--- src/rtl/dcts_pkg.sv ---
// Shared constants, codes and controller/datapath handshake types for the task scheduler.
`timescale 1ns / 1ps

package dcts_pkg;

    localparam int NODES  = 64;
    localparam int FANOUT = 16;

    // Fixed field widths
    localparam int NW   = 6;
    localparam int OPW  = 3;
    localparam int CNTW = 7;
    localparam int STW  = 3;

    localparam logic [CNTW-1:0] CNT_MAX = {CNTW{1'b1}};

    // Derived storage widths
    localparam int NAW  = (NODES > 1) ? $clog2(NODES) : 1;
    localparam int CCW  = $clog2(FANOUT + 1);
    localparam int LW   = $clog2(NODES + 1);
    localparam int KMAX = (NODES > FANOUT) ? NODES : FANOUT;
    localparam int KW   = $clog2(KMAX + 1);
    localparam int CTD  = NODES * FANOUT;
    localparam int CTAW = (CTD > 1) ? $clog2(CTD) : 1;

    typedef enum logic [OPW-1:0] {
        OP_CONNECT   = 3'd0,
        OP_MARK_INIT = 3'd1,
        OP_MARK_TERM = 3'd2,
        OP_START     = 3'd3,
        OP_FINISH    = 3'd4,
        OP_POP       = 3'd5
    } op_t;

    typedef enum logic [STW-1:0] {
        ST_OK           = 3'd0,
        ST_DUP_EDGE     = 3'd1,
        ST_FANOUT_FULL  = 3'd2,
        ST_STACK_FULL   = 3'd3,
        ST_STACK_EMPTY  = 3'd4,
        ST_START_FULL   = 3'd5
    } status_t;

    typedef enum logic [2:0] {
        S_IDLE,
        S_DECODE,
        S_CN_SCAN,
        S_CN_COMMIT,
        S_FN_SCAN,
        S_ST_RUN,
        S_POP,
        S_RESP
    } ctrl_state_t;

    typedef struct packed {
        logic load;
        logic scan;
        logic fin;
        logic conn_commit;
        logic mark_init;
        logic mark_term;
        logic start_init;
        logic start_run;
        logic fin_term;
        logic pop;
        logic emit;
    } dp_cmd_t;

    typedef struct packed {
        logic [OPW-1:0] opcode;
        logic           a_oor;
        logic           b_oor;
        logic           cc_zero;
        logic           scan_done;
        logic           start_done;
    } dp_stat_t;

    typedef struct packed {
        logic [CNTW-1:0] init_cnt;
        logic [CNTW-1:0] pend_cnt;
    } dep_t;

endpackage

--- src/rtl/dcts_ctrl.sv ---
// Sequencer: steps each request through decode, scan or push loops, and the response register.
`timescale 1ns / 1ps

module dcts_ctrl (
    input  logic               clk,
    input  logic               rst_n,
    input  logic               in_valid,
    output logic               in_ready,
    output logic               out_valid,
    input  logic               out_ready,
    output dcts_pkg::dp_cmd_t  cmd,
    input  dcts_pkg::dp_stat_t stat
);
    import dcts_pkg::*;

    ctrl_state_t state_reg, state_next;
    logic        out_valid_reg, out_valid_next;

    always_ff @(posedge clk or negedge rst_n)
    begin
        if (!rst_n)
        begin
            state_reg     <= S_IDLE;
            out_valid_reg <= 1'b0;
        end
        else
        begin
            state_reg     <= state_next;
            out_valid_reg <= out_valid_next;
        end
    end

    always_comb
    begin
        state_next = state_reg;
        cmd        = '0;
        in_ready   = 1'b0;
        case (state_reg)
            S_IDLE:
            begin
                in_ready = 1'b1;
                if (in_valid)
                begin
                    cmd.load   = 1'b1;
                    state_next = S_DECODE;
                end
            end
            S_DECODE:
            begin
                state_next = S_RESP;
                case (op_t'(stat.opcode))
                    OP_CONNECT:
                    begin
                        if (!stat.a_oor && !stat.b_oor)
                        begin
                            state_next = S_CN_SCAN;
                        end
                    end
                    OP_MARK_INIT:
                    begin
                        cmd.mark_init = !stat.a_oor;
                    end
                    OP_MARK_TERM:
                    begin
                        cmd.mark_term = 1'b1;
                    end
                    OP_START:
                    begin
                        cmd.start_init = 1'b1;
                        state_next     = S_ST_RUN;
                    end
                    OP_FINISH:
                    begin
                        if (!stat.a_oor)
                        begin
                            state_next = S_FN_SCAN;
                        end
                    end
                    OP_POP:
                    begin
                        state_next = S_POP;
                    end
                    default:
                    begin
                        state_next = S_RESP;
                    end
                endcase
            end
            S_CN_SCAN:
            begin
                cmd.scan = 1'b1;
                if (stat.scan_done)
                begin
                    state_next = S_CN_COMMIT;
                end
            end
            S_CN_COMMIT:
            begin
                cmd.conn_commit = 1'b1;
                state_next      = S_RESP;
            end
            S_FN_SCAN:
            begin
                cmd.scan = 1'b1;
                cmd.fin  = 1'b1;
                if (stat.cc_zero)
                begin
                    // leaf node: count down the remaining terminals instead
                    cmd.fin_term = 1'b1;
                    state_next   = S_RESP;
                end
                else if (stat.scan_done)
                begin
                    state_next = S_RESP;
                end
            end
            S_ST_RUN:
            begin
                cmd.start_run = 1'b1;
                if (stat.start_done)
                begin
                    state_next = S_RESP;
                end
            end
            S_POP:
            begin
                cmd.pop    = 1'b1;
                state_next = S_RESP;
            end
            S_RESP:
            begin
                // hold until the response register is free
                if (!out_valid_reg || out_ready)
                begin
                    cmd.emit   = 1'b1;
                    state_next = S_IDLE;
                end
            end
            default:
            begin
                state_next = S_IDLE;
            end
        endcase
    end

    always_comb
    begin
        out_valid_next = out_valid_reg;
        if (cmd.emit)
        begin
            out_valid_next = 1'b1;
        end
        else if (out_valid_reg && out_ready)
        begin
            out_valid_next = 1'b0;
        end
    end

    assign out_valid = out_valid_reg;

endmodule

--- config.mk ---
export PLATFORM = sky130hd
export DESIGN_NAME = dcts_ctrl
export DESIGN_NICKNAME = d
export VERILOG_FILES = /design/src/rtl/dcts_pkg.sv /design/src/rtl/dcts_ctrl.sv
export SDC_FILE = /design/constraint.sdc
export NUM_CORES = 1
export LEC_CHECK = 0
export ABC_AREA = 1
export BUFFER_PORTS_ARGS = -buffer_cell sky130_fd_sc_hd__buf_2
export CORE_AREA = 4 4 41 43
export DETAILED_ROUTE_END_ITERATION = 7
export DIE_AREA = 0 0 45 47
export GPL_TIMING_DRIVEN = 0
export PLACE_DENSITY_LB_ADDON = 0.3
export SETUP_SLACK_MARGIN = 0.02
export SLEW_MARGIN = 10
export SYNTH_ARGS = -nofsm -noshare
export SYNTH_HDL_FRONTEND = slang
export SYNTH_SLANG_ARGS = --single-unit
--- constraint.sdc ---
create_clock -name clk -period 1.1 [get_ports clk]
set_input_delay 0.055 -clock clk [delete_from_list [all_inputs] [get_ports clk]]
set_output_delay 0.055 -clock clk [all_outputs]
set_load 0.05 [all_outputs]
==> summary.md <==
| Metric | Value |
|---|---|
| Outcome | `finished with violations` |
| Failing checks | `negative setup slack` |
| Hold Startpoint | `stat[1]` |
| Met1 Use GR | `0.174` |
| I/O Buffers | `24` |
| Register area share after synthesis | `0.219` |
| DIE WIDTH | `45 um` |
| Vias in the first global route | `550` |
| Row cnt | `13` |
| RSZ-0062 raised after global routing | `yes` |
| DR iter-0 viols | `8` |
| Grt ovf | `0` |
| Fillcell total | `125` |
| Max frequency | `0.678 GHz` |
| Crit-path slowest cell | `dfrtp_2` |
| Global routing's busiest layer | `met2` |
| Initial core utilization | `0.351` |
| TritonCTS Buffers | `3` |
| Ant diodes | `0` |
| Area Growth Syn to Fin | `98.9%` |
| Die Height | `47 um` |
| Worst r2r dst | `state_reg[2]` |
| Io pins | `25` |
| R2R setup slack | `-0.27 ns` |
| Gp weighted congestion | `0.820` |
| Crit path capture type | `output pin` |
| Hold WC Path Type | `input port to flip-flop` |
| Post-route worst setup slack | `-0.375 ns` |
| Final Power | `2810 uW` |
| Drt first pass iters | `4` |
| Wirelength per Cell | `10.7 um` |
| Synthesized instance count | `89` |
| Reg-to-reg startpoint | `state_reg[0]` |
| Vias/cell | `4.61` |
| Fin nets | `140` |
| Worst setup SP type | `flip-flop` |
| Critical path's top delay family | `flip-flops` |
| Mapped Area | `457 um2` |
| Static leakage | `0.000499 uW` |
| CP dominant cell by count | `inv_2` |
| M3 GR Usage | `0.0345` |
| DR DRC count | `0` |
| Final Setup Violations | `15` |
| Yosys Warn Count | `0` |
| Max reg flops | `3` |
| R2R cell count | `9` |
| #FFs+latches synth | `4` |
| Initial antenna violation count | `0` |
| Register area | `104 um2` |
| Clk slew on worst S/H paths | `0.04 ns` |
| Syn Nets | `101` |
| Hold Vio Cnt, Final | `0` |
| WHS | `0.141 ns` |
| CP Class | `flip-flop to output pin` |
| Slew headroom | `0.841` |
| Clock buffer depth | `2` |
| Worst-path maximum fanout | `6` |
| Critical path required time | `1.04 ns` |
| Peak supply drop | `1.64 mV` |
| Final period utilization | `1.34` |
| CTS tree | `yes` |
| Synth cell types | `14` |
| Post-Route WL | `1510 um` |
| GRT Util Overall | `0.134` |
| Routed via count | `655` |
| MaxCap Viol Count | `0` |
| WHS Endpoint | `state_reg[1]` |
| Layout cells sized above 1 | `0.520` |
| Final Max Tran Viols | `0` |
| Skew final | `0.00919 ns` |
| Minimum clock period after layout | `1.48 ns` |
| CP bufs+invs | `4` |
| Core area | `0.00130 mm2` |
| Cell Pwr Density | `3090 mW/mm2` |
| Post-DP HPWL | `1010 um` |
| Mean Syn Cell Area | `5.13 um2` |
| Grt met2 use | `0.229` |
| Clock sink count | `4` |
| Area of the multi-input gates | `380 um2` |
| Worst Max-Slew Pin Slew | `0.237 ns` |
| Crit-path cells | `inv_2, nor2_2, inv_2, nor2_4, inv_2, nor2_4, buf_6` |
| First-pass GRT wire length | `2150 um` |
| Worst skew pair latency | `0.24 ns` |
| Antenna Nets Post-Route | `0` |
| Crit path largest cell delay | `0.44 ns` |
| WHS Path Cells | `4` |
| Largest net degree at the start of global routing | `7` |
| Worst Path Arrival | `1.42 ns` |
| Clock root cell | `clkbuf_4` |
| Die footprint | `0.00212 mm2` |
| Final core occ | `0.698` |
| CTS H-tree lvls | `1` |
==> report_power, final <==
| part | internal (uW) | total, uW | switching (uW) |
|---|---|---|---|
| logic | 873 | 2260 | 1390 |
| registers | 236 | 350 | 114 |
| clock network | 136 | 199 | 63.0 |
| total | 1250 | 2810 | 1560 |
==> Yosys cell counts <==
library cell	count	area share
buf_2	1	0.011
o21ai_0	2	0.022
inv_1	19	0.16
nand2_1	24	0.20
nand4_1	1	0.014
inv_2	2	0.016
dfrtp_1	4	0.22
nor4_1	1	0.014
nand3_1	13	0.14
nor3_2	1	0.022
a21oi_1	1	0.011
nor3_1	1	0.011
nor2_1	18	0.15
buf_4	1	0.016
==> cells by family after synthesis <==
family | count (synthesis) | synth area share
simple gates | 59 | 0.548
compound gates | 3 | 0.0329
flops | 4 | 0.219
buf+inv | 23 | 0.200
==> cells in the final DEF (no fill, tap or decap), drive strengths merged <==
cell	n
dlygate4sd3	2
a21oi	1
nand2	24
nand4	1
o21ai	2
nor3	2
nor4	1
clkbuf	4
nand3	13
buf	34
dfrtp	4
inv	21
nor2	18
==> area by class of cell <==
| cell class | count | area share |
|---|---|---|
| Buffer | 1 | 0.0124 |
| Clock buffer | 4 | 0.0289 |
| Inverter | 21 | 0.0895 |
| Multi-Input combinational cell | 62 | 0.419 |
| Sequential cell | 4 | 0.114 |
| Tap cell | 15 | 0.0207 |
| Timing Repair Buffer | 35 | 0.315 |
==> worst register-to-register path: stages (launching register included) <==
cell and delay, ns:
dfrtp_1 0.36, buf_6 0.13, buf_4 0.14, buf_6 0.12, nand3_1 0.09, nand2_1 0.08
nor2_1 0.14, nand2_1 0.07, nand3_1 0.08, nand2_1 0.06
==> worst max path at each step <==
stage            startpoint      to  slack [ns]  cells past startpoint
6_report       state_reg[2]  cmd[2]       -0.38                      7
5_1_grt        state_reg[2]  cmd[2]       -0.46                      7
4_1_cts        state_reg[0]  cmd[5]       -0.31                      6
3_5_place_dp   state_reg[2]  cmd[5]       -0.28                      4
3_3_place_gp   state_reg[2]  cmd[5]       -0.27                      4
2_1_floorplan  state_reg[0]  cmd[5]       -0.34                      5
==> what timing repair did <==
item	in CTS	in global routing
setup endpoints to repair	15	15
resized for setup	27	13
pin swaps	4	2
hold buffers	1	1
endpoints found under the hold margin	4	1
cloned	0	0
buffers inserted	6	3
==> stage by stage <==
stage / worst slack, ns / instance area [um2] / TNS, ns / instances
floorplan: -0.342 / 539 / -1.74 / 89
global placement: -0.266 / 678 / -1.49 / 128
detailed placement: -0.280 / 678 / -1.68 / 128
CTS: -0.310 / 847 / -3.72 / 139
global route: -0.458 / 908 / -5.40 / 142
finish: -0.375 / 908 / -3.96 / 142
==> metal layers <==
metal  up-vias  share of wire  wire [um]
li1        347              -          -
met1       282           0.42        641
met2        26           0.49        746
met3         0          0.083        125
met4         0              0          0
met5         -              0          0
No activity file was read; power rests on OpenSTA's default activity.
